## config.mk

```make
export PLATFORM = sky130hd
export DESIGN_NAME = kci_divider
export DESIGN_NICKNAME = d
export VERILOG_FILES = /design/src/rtl/keyframe_curve_interpolator_assert.svh /design/src/rtl/kci_divider.sv
export SDC_FILE = /design/constraint.sdc
export NUM_CORES = 2
export LEC_CHECK = 0
export BUFFER_PORTS_ARGS = -buffer_cell sky130_fd_sc_hd__buf_2
export CAP_MARGIN = 5
export CORE_ASPECT_RATIO = 2
export CORE_MARGIN = 2
export CORE_UTILIZATION = 55
export DETAILED_ROUTE_END_ITERATION = 10
export HOLD_SLACK_MARGIN = 0.03
export PLACE_DENSITY = 0.71
export SETUP_SLACK_MARGIN = 0.02
export SLEW_MARGIN = 20
export SYNTH_ARGS = -nofsm -noshare
export SYNTH_HDL_FRONTEND = slang
export SYNTH_SLANG_ARGS = --single-unit
```

## constraint.sdc

```tcl
create_clock -name clk -period 10.35 [get_ports clk]
set_input_delay 1.035 -clock clk [delete_from_list [all_inputs] [get_ports clk]]
set_output_delay 1.035 -clock clk [all_outputs]
set_load 0.05 [all_outputs]
```

## src/rtl/keyframe_curve_interpolator_assert.svh

```systemverilog
// Assertion macros for the curve interpolator.
`ifndef KEYFRAME_CURVE_INTERPOLATOR_ASSERT_SVH
`define KEYFRAME_CURVE_INTERPOLATOR_ASSERT_SVH
`ifndef NO_ASSERTIONS
`define KCI_ASSERT(label, prop, msg) \
	label: assert property (@(posedge clk) disable iff (!arst_n) prop) else $error(msg);
`define KCI_ASSERT_NR(label, prop, msg) \
	label: assert property (@(posedge clk) prop) else $error(msg);
`else
`define KCI_ASSERT(label, prop, msg)
`define KCI_ASSERT_NR(label, prop, msg)
`endif
`endif

```

## src/rtl/kci_divider.sv

```systemverilog
module kci_divider #(
	parameter int FRACTION_BITS = 16,
	parameter int TIME_WIDTH = 31,
	parameter int SIDE_WIDTH = 8
) (
	input  logic                   clk,
	input  logic                   arst_n,
	input  logic                   advance,
	input  logic                   in_valid,
	input  logic [TIME_WIDTH-1:0]  query_time,
	input  logic [TIME_WIDTH-1:0]  start_key_time,
	input  logic [TIME_WIDTH-1:0]  end_key_time,
	input  logic [SIDE_WIDTH-1:0]  side_in,
	output logic                   out_valid,
	output logic [FRACTION_BITS:0] factor,
	output logic                   clamped,
	output logic [SIDE_WIDTH-1:0]  side_out
);
	localparam int Steps = FRACTION_BITS + 1;
	localparam int RemWidth = TIME_WIDTH + 1;

	logic [TIME_WIDTH:0] an_c, ad_c;
	logic                neg_n_c, neg_d_c, clamp_c, one_c;
	logic signed [TIME_WIDTH:0] n_c, d_c;

	always_comb begin
		n_c = $signed({1'b0, query_time}) - $signed({1'b0, start_key_time});
		d_c = $signed({1'b0, end_key_time}) - $signed({1'b0, start_key_time});
		neg_n_c = n_c[TIME_WIDTH];
		neg_d_c = d_c[TIME_WIDTH];
		an_c = neg_n_c ? -n_c : n_c;
		ad_c = neg_d_c ? -d_c : d_c;
		clamp_c = 1'b0;
		one_c = 1'b0;
		if (d_c == '0) begin
			clamp_c = 1'b1;
		end else if (n_c != '0 && neg_n_c != neg_d_c) begin
			clamp_c = 1'b1;
		end else if (an_c > ad_c) begin
			clamp_c = 1'b1;
			one_c = 1'b1;
		end
	end

	logic                  vld_s [Steps+1];
	logic [RemWidth:0]     rem_s [Steps+1];
	logic [TIME_WIDTH:0]   den_s [Steps+1];
	logic [FRACTION_BITS:0] quo_s [Steps+1];
	logic                  clp_s [Steps+1];
	logic                  one_s [Steps+1];
	logic [SIDE_WIDTH-1:0] side_s [Steps+1];

	always_ff @(posedge clk or negedge arst_n) begin
		if (!arst_n) begin
			vld_s[0] <= 1'b0;
		end else if (advance) begin
			vld_s[0] <= in_valid;
		end
	end

	always_ff @(posedge clk) begin
		if (advance) begin
			rem_s[0] <= {1'b0, (clamp_c ? '0 : an_c)};
			den_s[0] <= clamp_c ? {{TIME_WIDTH{1'b0}}, 1'b1} : ad_c;
			quo_s[0] <= '0;
			clp_s[0] <= clamp_c;
			one_s[0] <= one_c;
			side_s[0] <= side_in;
		end
	end

	for (genvar i = 0; i < Steps; i++) begin : g_step
		logic [RemWidth:0] sh_c, diff_c;
		logic              ge_c;
		always_comb begin
			if (i == 0) begin
				sh_c = rem_s[i];
			end else begin
				sh_c = {rem_s[i][RemWidth-1:0], 1'b0};
			end
			ge_c = sh_c >= {1'b0, den_s[i]};
			diff_c = sh_c - {1'b0, den_s[i]};
		end
		always_ff @(posedge clk or negedge arst_n) begin
			if (!arst_n) begin
				vld_s[i+1] <= 1'b0;
			end else if (advance) begin
				vld_s[i+1] <= vld_s[i];
			end
		end
		always_ff @(posedge clk) begin
			if (advance) begin
				rem_s[i+1] <= ge_c ? diff_c : sh_c;
				den_s[i+1] <= den_s[i];
				quo_s[i+1] <= {quo_s[i][FRACTION_BITS-1:0], ge_c};
				clp_s[i+1] <= clp_s[i];
				one_s[i+1] <= one_s[i];
				side_s[i+1] <= side_s[i];
			end
		end
	end

	assign out_valid = vld_s[Steps];
	assign factor = one_s[Steps] ? {1'b1, {FRACTION_BITS{1'b0}}} : quo_s[Steps];
	assign clamped = clp_s[Steps];
	assign side_out = side_s[Steps];
endmodule

```

==> reports/qor.txt <==
# port buffers -> 131
Period minus WS final -> 8120 ps
Worst VDD drop -> 0.147 mV
Max clock buf depth -> 4
Yosys top cell area share -> 0.518
ys async rst share -> 0.0125
core footprint -> 0.148 mm^2
Seq/Total Area, Yosys -> 0.524
register bit total from synthesis -> 1439
Final TNS setup -> 0 ps
Area contributors post-synth -> edfxtp_1 52%, ha_1 9.7%, a21oi_1 3.7%
Post-CTS Setup Bufs -> 0
Die H -> 551 um
Post-layout nets -> 8349
Vias/cell -> 6.01
post-route clock period utilization -> 0.785
Final ANT Viol Nets -> 0
Worst EP arrival -> 8750 ps
cell taking the most area after synthesis -> edfxtp_1
Max stage delay on crit path -> 790 ps
I/O Pins -> 132
pwr/cell area -> 323 mW/mm^2
Avg Inst Size Synth -> 11.1 um^2
CP Capture Type -> flop
Worst-path clk slew -> 70 ps
Rel. slew slack -> 0.255
slowest cell on the critical path -> a211oi_1
starting density of the core -> 0.555
Synth cell types -> 108
DRC -> 0
largest net degree at the start of global routing -> 169
HPWL Detailed -> 184000 um
die area -> 0.153 mm^2
Die W -> 278 um
CTS HTree Levels -> 4
synthesized area -> 0.0823 mm^2
Layout Utilization -> 0.606
clock latency on the worst-skew pair -> 810 ps
Area growth, synth to finish -> 9.28%
Pre-Repair DR Iteration Count -> 8
Post-Route WL -> 232000 um
kind of cell adding the most delay to the critical path -> compound AO/OA/AOI/OAI gates
CP Class -> input port to flop
Synthesis Warnings -> 0
via count -> 57.7k
CTS root buf -> clkbuf_16
CP bufs+invs -> 5
GP Congestion -> 0.967
CP required -> 10980 ps
hold slack -> 147 ps
leakage power -> 37.1 nW
largest fanout on the critical path -> 34
CTS Buf Count -> 141
WL per Instance -> 24.1 um
CP dominant cell by count -> a21o_1
Max Cap Viol -> 0
DRT iter0 DRCs -> 2784
Max Slew Vio Count -> 0
Post-Syn Nets -> 8159
Final Setup Violations -> 0
Main synth FF type -> edfxtp_1
num rows -> 200
first-pass GRT wire length -> 340000 um
CTS tree -> built
number of global-route vias before repair -> 62.0k
initial antenna violation count -> 3
layout cells sized above 1 -> 0.0877
Post-synth EDFFs -> 1421
gr ovfl total -> 0
final hold violations -> 0
# resized after CTS -> 0
Hold WC Path Type -> input port to asynchronous set/reset pin
fillers -> 12.0k
RSZ-0062 raised after global routing -> no
Slew @ Worst Pin -> 1110 ps
Post-Syn Instances -> 7398
overall global routing resource usage -> 0.299
cts hold-fix bufs -> 0
status -> finished, final reports clean
critical path startpoint category -> input port
Setup Skew -> 68.6 ps
Max Freq -> 0.123 GHz
CTS sink cnt -> 1439
-- where the power goes --
part / leakage [nW] / total, W / internal [W] / switching [W]
logic: 20.8 / 0.0143 / 0.00565 / 0.00870
clock network: 2.21 / 0.00516 / 0.00293 / 0.00223
registers: 14.1 / 0.00958 / 0.00872 / 0.000854
-- registers in the layout (all words and copies together), names as in the netlist --
| name | flops |
|---|---|
| den_s | 544 |
| one_s | 18 |
| rem_s | 544 |
| quo_s | 153 |
| vld_s | 17 |
| side_s | 144 |
| clp_s | 18 |
| out_valid | 1 |
-- synth_stat cells (all sizes together), types with 11 or more instances --
cell type,instances
o2111ai,12
o211ai,37
nor2,493
nor4,29
and3,43
o21bai,44
buf,34
and4,15
or2,46
nor3b,14
fa,18
mux2i,11
a31o,21
nand4b,14
mux2,147
or3,38
ha,638
a311oi,11
a211oi,68
inv,722
o21ai,453
edfxtp,1421
xor2,203
nand2b,91
a21boi,36
a21oi,612
a2111oi,17
clkbuf,120
nor2b,121
a31oi,54
a211o,28
dfrtp,18
nor3,111
nand3,110
nand3b,14
nand4,90
o31ai,62
a21o,285
a221oi,18
o21a,102
and2,35
xnor2,299
a41oi,11
o31a,16
nand2,499
-- stage by stage --
stage,power [W],cell area (um^2),instances,setup slack (ps)
3_5_place_dp,0.0238,85400,9362,1560
4_1_cts,0.0290,89900,9604,2360
3_3_place_gp,0.0234,85400,9362,1770
2_1_floorplan,0.0193,82300,7398,3910
6_report,0.0291,89900,9608,2230
5_1_grt,0.0307,89900,9608,1910
-- cells by family after synthesis --
| group | after synthesis | share of synthesized area |
|---|---|---|
| AO/OA/AOI/OAI | 1976 | 0.153 |
| AND/OR/NAND/NOR | 1791 | 0.106 |
| flip-flops | 1439 | 0.524 |
| buffers and inverters | 876 | 0.0410 |
| adder cells (fa/ha/maj) | 656 | 0.101 |
| XOR/XNOR | 502 | 0.0534 |
| multiplexers | 158 | 0.0215 |
-- layout make-up --
type | instances | area, um^2 | area share
Tap cell | 1919 | 2400 | 0.0267
Timing Repair Buffer | 201 | 1290 | 0.0144
Antenna cell | 2 | 5.00 | 0.0000556
Clock buffer | 163 | 3680 | 0.0410
Multi-Input combinational cell | 5083 | 35900 | 0.399
Sequential cell | 1439 | 43100 | 0.479
Inverter | 722 | 2710 | 0.0301
Clock inverter | 79 | 803 | 0.00893
-- worst paths after layout --
| path | startpoint | end | slack, ps | cells after the start |
|---|---|---|---|---|
| worst max-delay path | query_time[0] | rem_s[0][18]$_SDFFCE_PP0P_ | 2230 | 29 |
| worst min-delay path | arst_n | vld_s[11]$_DFFE_PN0P_ | 150 | 1 |
| worst max register to register | rem_s[14][0]$_SDFFCE_PP0P_ | rem_s[15][5]$_DFFE_PP_ | 4690 | 12 |
| worst min register to register | quo_s[10][4]$_DFFE_PP_ | quo_s[11][5]$_DFFE_PP_ | 410 | 0 |
| max in group asynchronous | arst_n | vld_s[3]$_DFFE_PN0P_ | 9910 | 1 |
| min in group clk | side_in[5] | side_s[0][5]$_DFFE_PP_ | 390 | 1 |
-- per-layer routing --
layer  vias to the layer above  share of wire  GRT usage
li1                      27453              -          -
met1                     27757           0.24      0.178
met2                      1507           0.59      0.633
met3                       997          0.027     0.0337
met4                         0           0.15      0.380
met5                         -              0          0
-- layout by cell type (no fill, tap or decap), drive strengths merged, types with 36 or more instances in the layout --
cell type,count
a21o,285
nand2b,91
nand3,110
o21ai,453
o31ai,62
buf,201
nand4,90
a21oi,612
or3,38
nor3,111
nor2,493
or2,46
a211oi,68
xor2,203
a21boi,36
clkbuf,163
nor2b,121
o21bai,44
xnor2,299
clkinv,49
nand2,499
a31oi,54
and3,43
mux2,147
o21a,102
ha,638
edfxtp,1421
inv,735
o211ai,37
(Power assumes the default switching activity.)
