==> src/rtl/keyframe_curve_interpolator_assert.svh <==
// Assertion macros for the curve interpolator.
`ifndef KEYFRAME_CURVE_INTERPOLATOR_ASSERT_SVH
`define KEYFRAME_CURVE_INTERPOLATOR_ASSERT_SVH
`ifndef NO_ASSERTIONS
`define KCI_ASSERT(label, prop, msg) \
	label: assert property (@(posedge clk) disable iff (!arst_n) prop) else $error(msg);
`define KCI_ASSERT_NR(label, prop, msg) \
	label: assert property (@(posedge clk) prop) else $error(msg);
`else
`define KCI_ASSERT(label, prop, msg)
`define KCI_ASSERT_NR(label, prop, msg)
`endif
`endif

==> src/rtl/kci_pkg.sv <==
package kci_pkg;
	typedef enum logic [1:0] {
		CMD_HOLD   = 2'd0,
		CMD_LINEAR = 2'd1,
		CMD_HERMITE = 2'd2,
		CMD_BEZIER = 2'd3
	} cmd_t;

	localparam int ValueWidth = 32;
	localparam int InDataWidth = 224;
	localparam int OutDataWidth = 32;
	localparam int OutUserWidth = 2;
endpackage

==> src/rtl/kci_weights.sv <==
module kci_weights #(
	parameter int FRACTION_BITS = 16,
	parameter int SIDE_WIDTH = 8
) (
	input  logic                    clk,
	input  logic                    arst_n,
	input  logic                    advance,
	input  logic                    in_valid,
	input  logic [FRACTION_BITS:0]  factor,
	input  logic [1:0]              mode,
	input  logic [SIDE_WIDTH-1:0]   side_in,
	output logic                    out_valid,
	output logic signed [FRACTION_BITS+3:0] w0,
	output logic signed [FRACTION_BITS+3:0] w1,
	output logic signed [FRACTION_BITS+3:0] w2,
	output logic signed [FRACTION_BITS+3:0] w3,
	output logic [SIDE_WIDTH-1:0]   side_out
);
	import kci_pkg::*;

	localparam int F = FRACTION_BITS;
	localparam int PW = 2 * F + 2;
	localparam int WW = F + 4;
	localparam logic [PW-1:0] Half = PW'(1) << (F - 1);
	localparam logic [F:0] One = (F+1)'(1) << F;

	function automatic logic [F:0] rnd(input logic [PW-1:0] p);
		logic [PW-1:0] r;
		r = (p + Half) >> F;
		return r[F:0];
	endfunction

	logic          v1_s, v2_s, v3_s;
	logic [F:0]    t_s1, u_s1, t2_s1, u2_s1;
	logic [F:0]    t_s2, u_s2, t2_s2, t3_s2, u3_s2, m1_s2, m2_s2;
	logic [1:0]    md_s1, md_s2;
	logic [SIDE_WIDTH-1:0] sd_s1, sd_s2, sd_s3;
	logic signed [WW-1:0] w0_s3, w1_s3, w2_s3, w3_s3;

	always_ff @(posedge clk or negedge arst_n) begin
		if (!arst_n) begin
			v1_s <= 1'b0;
			v2_s <= 1'b0;
			v3_s <= 1'b0;
		end else if (advance) begin
			v1_s <= in_valid;
			v2_s <= v1_s;
			v3_s <= v2_s;
		end
	end

	always_ff @(posedge clk) begin
		if (advance) begin
			t_s1 <= factor;
			u_s1 <= One - factor;
			t2_s1 <= rnd(PW'(factor) * PW'(factor));
			u2_s1 <= rnd(PW'(One - factor) * PW'(One - factor));
			md_s1 <= mode;
			sd_s1 <= side_in;

			t_s2 <= t_s1;
			u_s2 <= u_s1;
			t2_s2 <= t2_s1;
			t3_s2 <= rnd(PW'(t2_s1) * PW'(t_s1));
			u3_s2 <= rnd(PW'(u2_s1) * PW'(u_s1));
			m1_s2 <= rnd(PW'(t_s1) * PW'(u2_s1));
			m2_s2 <= rnd(PW'(t2_s1) * PW'(u_s1));
			md_s2 <= md_s1;
			sd_s2 <= sd_s1;
			sd_s3 <= sd_s2;
		end
	end

	logic signed [WW-1:0] t_c, t2_c, t3_c, u3_c, m1_c, m2_c, one_c;
	logic signed [WW-1:0] a0_c, a1_c, a2_c, a3_c;

	always_comb begin
		t_c = WW'(t_s2);
		t2_c = WW'(t2_s2);
		t3_c = WW'(t3_s2);
		u3_c = WW'(u3_s2);
		m1_c = WW'(m1_s2);
		m2_c = WW'(m2_s2);
		one_c = WW'(One);
		case (cmd_t'(md_s2))
			CMD_LINEAR: begin
				a0_c = WW'(u_s2);
				a1_c = '0;
				a2_c = '0;
				a3_c = t_c;
			end
			CMD_HERMITE: begin
				a0_c = WW'(2 * t3_c - 3 * t2_c + one_c);
				a1_c = WW'(t3_c - 2 * t2_c + t_c);
				a2_c = t3_c - t2_c;
				a3_c = WW'(3 * t2_c - 2 * t3_c);
			end
			CMD_BEZIER: begin
				a0_c = u3_c;
				a1_c = WW'(3 * m1_c);
				a2_c = WW'(3 * m2_c);
				a3_c = t3_c;
			end
			default: begin
				a0_c = '0;
				a1_c = '0;
				a2_c = '0;
				a3_c = '0;
			end
		endcase
	end

	always_ff @(posedge clk) begin
		if (advance) begin
			w0_s3 <= a0_c;
			w1_s3 <= a1_c;
			w2_s3 <= a2_c;
			w3_s3 <= a3_c;
		end
	end

	assign out_valid = v3_s;
	assign w0 = w0_s3;
	assign w1 = w1_s3;
	assign w2 = w2_s3;
	assign w3 = w3_s3;
	assign side_out = sd_s3;
endmodule

==> config.mk <==
export PLATFORM = sky130hd
export DESIGN_NAME = kci_weights
export DESIGN_NICKNAME = d
export VERILOG_FILES = /design/src/rtl/keyframe_curve_interpolator_assert.svh /design/src/rtl/kci_pkg.sv /design/src/rtl/kci_weights.sv
export SDC_FILE = /design/constraint.sdc
export NUM_CORES = 2
export LEC_CHECK = 0
export ABC_AREA = 0
export ABC_CLOCK_PERIOD_IN_PS = 8050
export BUFFER_PORTS_ARGS = -buffer_cell sky130_fd_sc_hd__buf_2
export CAP_MARGIN = 40
export CORE_UTILIZATION = 61
export CTS_BUF_LIST = sky130_fd_sc_hd__clkbuf_8
export CTS_CLUSTER_SIZE = 24
export DETAILED_ROUTE_END_ITERATION = 6
export PLACE_DENSITY = 0.78
export SETUP_SLACK_MARGIN = 0.15
export SLEW_MARGIN = 5
export SYNTH_ARGS = -nofsm -noshare
export SYNTH_HDL_FRONTEND = slang
export SYNTH_SLANG_ARGS = --single-unit
==> constraint.sdc <==
create_clock -name clk -period 8.05 [get_ports clk]
set_input_delay 1.2075 -clock clk [delete_from_list [all_inputs] [get_ports clk]]
set_output_delay 1.2075 -clock clk [all_outputs]
set_load 0.03 [all_outputs]
==> flow_metrics.py <==
metrics = {
    "timing": {
        "fmax_mhz": 126,
        "fin_crit_sh_pct": 98.3,
        "slew_headroom_pct": 31.5,
        "layout_min_cycle_time_ns": 7.91,
        "finalHoldViolations": 0,
        "fin_setup_tns_ns": 0,
        "setup_viol": 0,
        "rsz0062_at_grt": "yes",
        "maxSlewViolCount": 0,
        "tightest_slew_ns": 1.03,
        "fin_skew_ns": 0.0961,
    },
    "yosys": {
        "syn_nets": 9502,
        "synth-compound-area-share_pct": 5.05,
        "synthMuxAreaShare_pct": 0.197,
        "yosysSeqAreaShare_pct": 12.8,
        "yosys_warnings": 0,
        "synth-simple-area-share_pct": 13.6,
        "yosysTopAreaCellShare_pct": 39.7,
        "synth_xor_xnor_area_share_pct": 3.04,
        "syn_area_mm2": 0.0691,
        "yosys_register_bits": 296,
        "syn_avg_cell_area_um2": 9.46,
        "synth_top_cell_by_area": "fa_1",
        "synth_adder_area_share_pct": 54.2,
        "synth_area_leaders": "fa_1 40%, ha_1 15%, edfxtp_1 13%, inv_1 9.4%, nand2_1 5.2%",
        "synth_edf_count": 293,
        "syn_inst": 7299,
        "synth-async-reset-ratio_pct": 1.01,
        "synth_top_family_by_area": "adder cells",
        "synth-main-ff-cell": "edfxtp_1",
        "synth_cell_types": 76,
    },
    "routing": {
        "dr.pass1.iters": 6,
        "wl_per_cell_um": 19.8,
        "drc": 0,
        "vias": 50731,
        "ant_nets": 0,
        "routed_via_density": 5.57,
        "wirelength_mm": 180,
        "drt_iter0_drc": 3699,
    },
    "worst_setup_path": {
        "required_ns": 8.53,
        "critical_path_class": "input port to flop",
        "slowest_delay_ns": 0.56,
        "endpoint_kind": "flop",
        "startpoint_type": "input port",
        "arrival_ns": 8.40,
        "cp_slowest_cell": "fa_1",
        "path_common_cell": "fa_1",
        "worstPathMaxFanout": 6,
    },
    "floorplanning": {
        "coreArea_mm2": 0.112,
        "fp.dieH_um": 339,
        "start_util_pct": 61.5,
        "dieArea_mm2": 0.115,
        "die_x_um": 339,
        "rows": 123,
        "pin_count": 120,
    },
    "final_layout": {
        "nets": 9774,
        "ff_latch_area_mm2": 0.00887,
        "multi_input_area_mm2": 0.0529,
        "fin_area_mm2": 0.0750,
        "synthToLayoutAreaGrowth_pct": 8.52,
        "utilization_pct": 66.7,
        "drive_above_1_share_pct": 8.74,
        "fin_cells": 9111,
        "num-fill-cells": 8694,
    },
    "global_route": {
        "antenna_found_initial": 8,
        "grt_pass1_wl_mm": 291,
        "grt_pass1_vias": 55113,
        "grt_max_degree": 142,
        "track_usage_pct": 32.5,
        "overflow": 0,
    },
    "clocking": {
        "root_buffer": "clkbuf_8",
        "clockBufferDepth": 3,
        "clkLatencyLatePin_ns": 0.75,
        "cts-htree-levels": 2,
        "cts_tree": "done",
        "clkTransAtPathRegs_ns": 0.06,
        "cts_inserted_buffers": 54,
        "cts.sinks": 296,
        "cts_hold_buf": 0,
    },
    "run": {
        "cap_violations": 0,
    },
    "place": {
        "dp.cells": 8998,
        "hpwl_mm": 148,
        "gp_congestion": 0.954,
        "placed_area_mm2": 0.0735,
        "numPortBuffers": 119,
    },
    "run_status": {
        "outcome": "complete, no violations",
    },
    "min_path": {
        "hold_class": "input port to async pin",
    },
}
-- worst max-delay path: cells and delay by family --
family	cells	cell delay [ns]
AOI/OAI and AO/OA	9	1.81
xor gates and xnor gates	2	0.23
adders and majority gates	7	3.14
buffers and inverters	7	0.76
and+or+nand+nor	6	1.24
-- cell usage in the layout, fill, tap and decap left out, types with 42 or more instances in the layout --
cell	n
ha_1	799
xor2_1	57
nand3_1	42
nand2_1	942
o21ai_0	117
a21oi_1	159
and2_1	503
buf_4	350
nor2_1	284
a21o_1	46
fa_1	1361
xnor2_1	177
buf_2	117
nor3_1	64
inv_1	1741
edfxtp_1	293
clkbuf_8	54
-- flip-flops by register name, summed over array words and instances (netlist names), 20 cells and up --
register / flops
w0: 20
w1: 20
w2: 20
w3: 20
-- final timing paths --
kind	startpoint	end	slack [ns]	depth (start not counted)
worst max-delay path	factor[2]	u2_s1[16]	0.14	31
worst min-delay path	arst_n	v2_s	0.34	1
worst max register to register	u_s1[4]	u3_s2[16]	0.47	23
worst min register to register	md_s1[1]	md_s2[1]	0.42	0
max in group asynchronous	arst_n	out_valid	7.61	1
min in group clk	md_s1[1]	md_s2[1]	0.42	0
-- routing by layer --
metal	vias to the layer above	wire (µm)	GRT usage [%]
li1	22590	-	-
met1	25325	69300	41.1
met2	2262	85100	54.0
met3	548	16200	6.60
met4	6	9770	14.8
met5	-	24	0
-- cells in the mapped netlist (all sizes together) (8+ instances only) --
| cell | number |
|---|---|
| o21ai | 123 |
| nor3 | 64 |
| edfxtp | 293 |
| o21a | 34 |
| a211oi | 18 |
| nand2 | 951 |
| mux2i | 8 |
| a31oi | 15 |
| nand3 | 43 |
| o21bai | 20 |
| xnor2 | 182 |
| a21boi | 14 |
| fa | 1369 |
| a21oi | 163 |
| nand2b | 26 |
| ha | 803 |
| a22o | 10 |
| nor2b | 27 |
| a211o | 8 |
| nor3b | 8 |
| or3 | 24 |
| and3 | 19 |
| xor2 | 58 |
| buf | 8 |
| clkinv | 12 |
| o41ai | 11 |
| clkbuf | 266 |
| and2 | 506 |
| or2 | 13 |
| a21o | 46 |
| nand4 | 12 |
| nor2 | 295 |
| inv | 1741 |
-- final cells by class --
type	instances	area share, %
well taps	1500	2.50
repair buffers	490	4.88
inverters	1753	8.78
clock buffers	54	0.991
clock inverters	41	0.451
flip-flops and latches	296	11.8
diodes	1	0.00334
multi-input cells	4976	70.5
-- per-stage QoR --
step,hold slack [ns],setup WS [ns]
6_report,0.338,0.138
3_3_place_gp,0.401,-0.792
2_1_floorplan,0.400,-0.406
5_1_grt,0.321,-0.120
4_1_cts,0.300,0.0985
3_5_place_dp,0.405,-0.929
-- cell families (layout without fill, tap and decap cells) --
kind of cell / Yosys count / in the layout
flops: 296 / 296
other cells: 0 / 1
buf+inv: 2027 / 2338
xor+xnor: 240 / 240
compound gates: 537 / 537
mux: 13 / 13
fa+ha+maj: 2172 / 2172
simple gates: 2014 / 2014
-- timing repair --
| action | 4_1_cts | 5_1_grt |
|---|---|---|
| pin swaps | 31 | 16 |
| setup buffers | 7 | 10 |
| gates resized for setup | 32 | 30 |
| endpoints found under the setup margin | 7 | 13 |
Power is left out: the tool's default activity adds up to more than one toggle a clock period on the data nets, which glitch-free logic cannot reach.
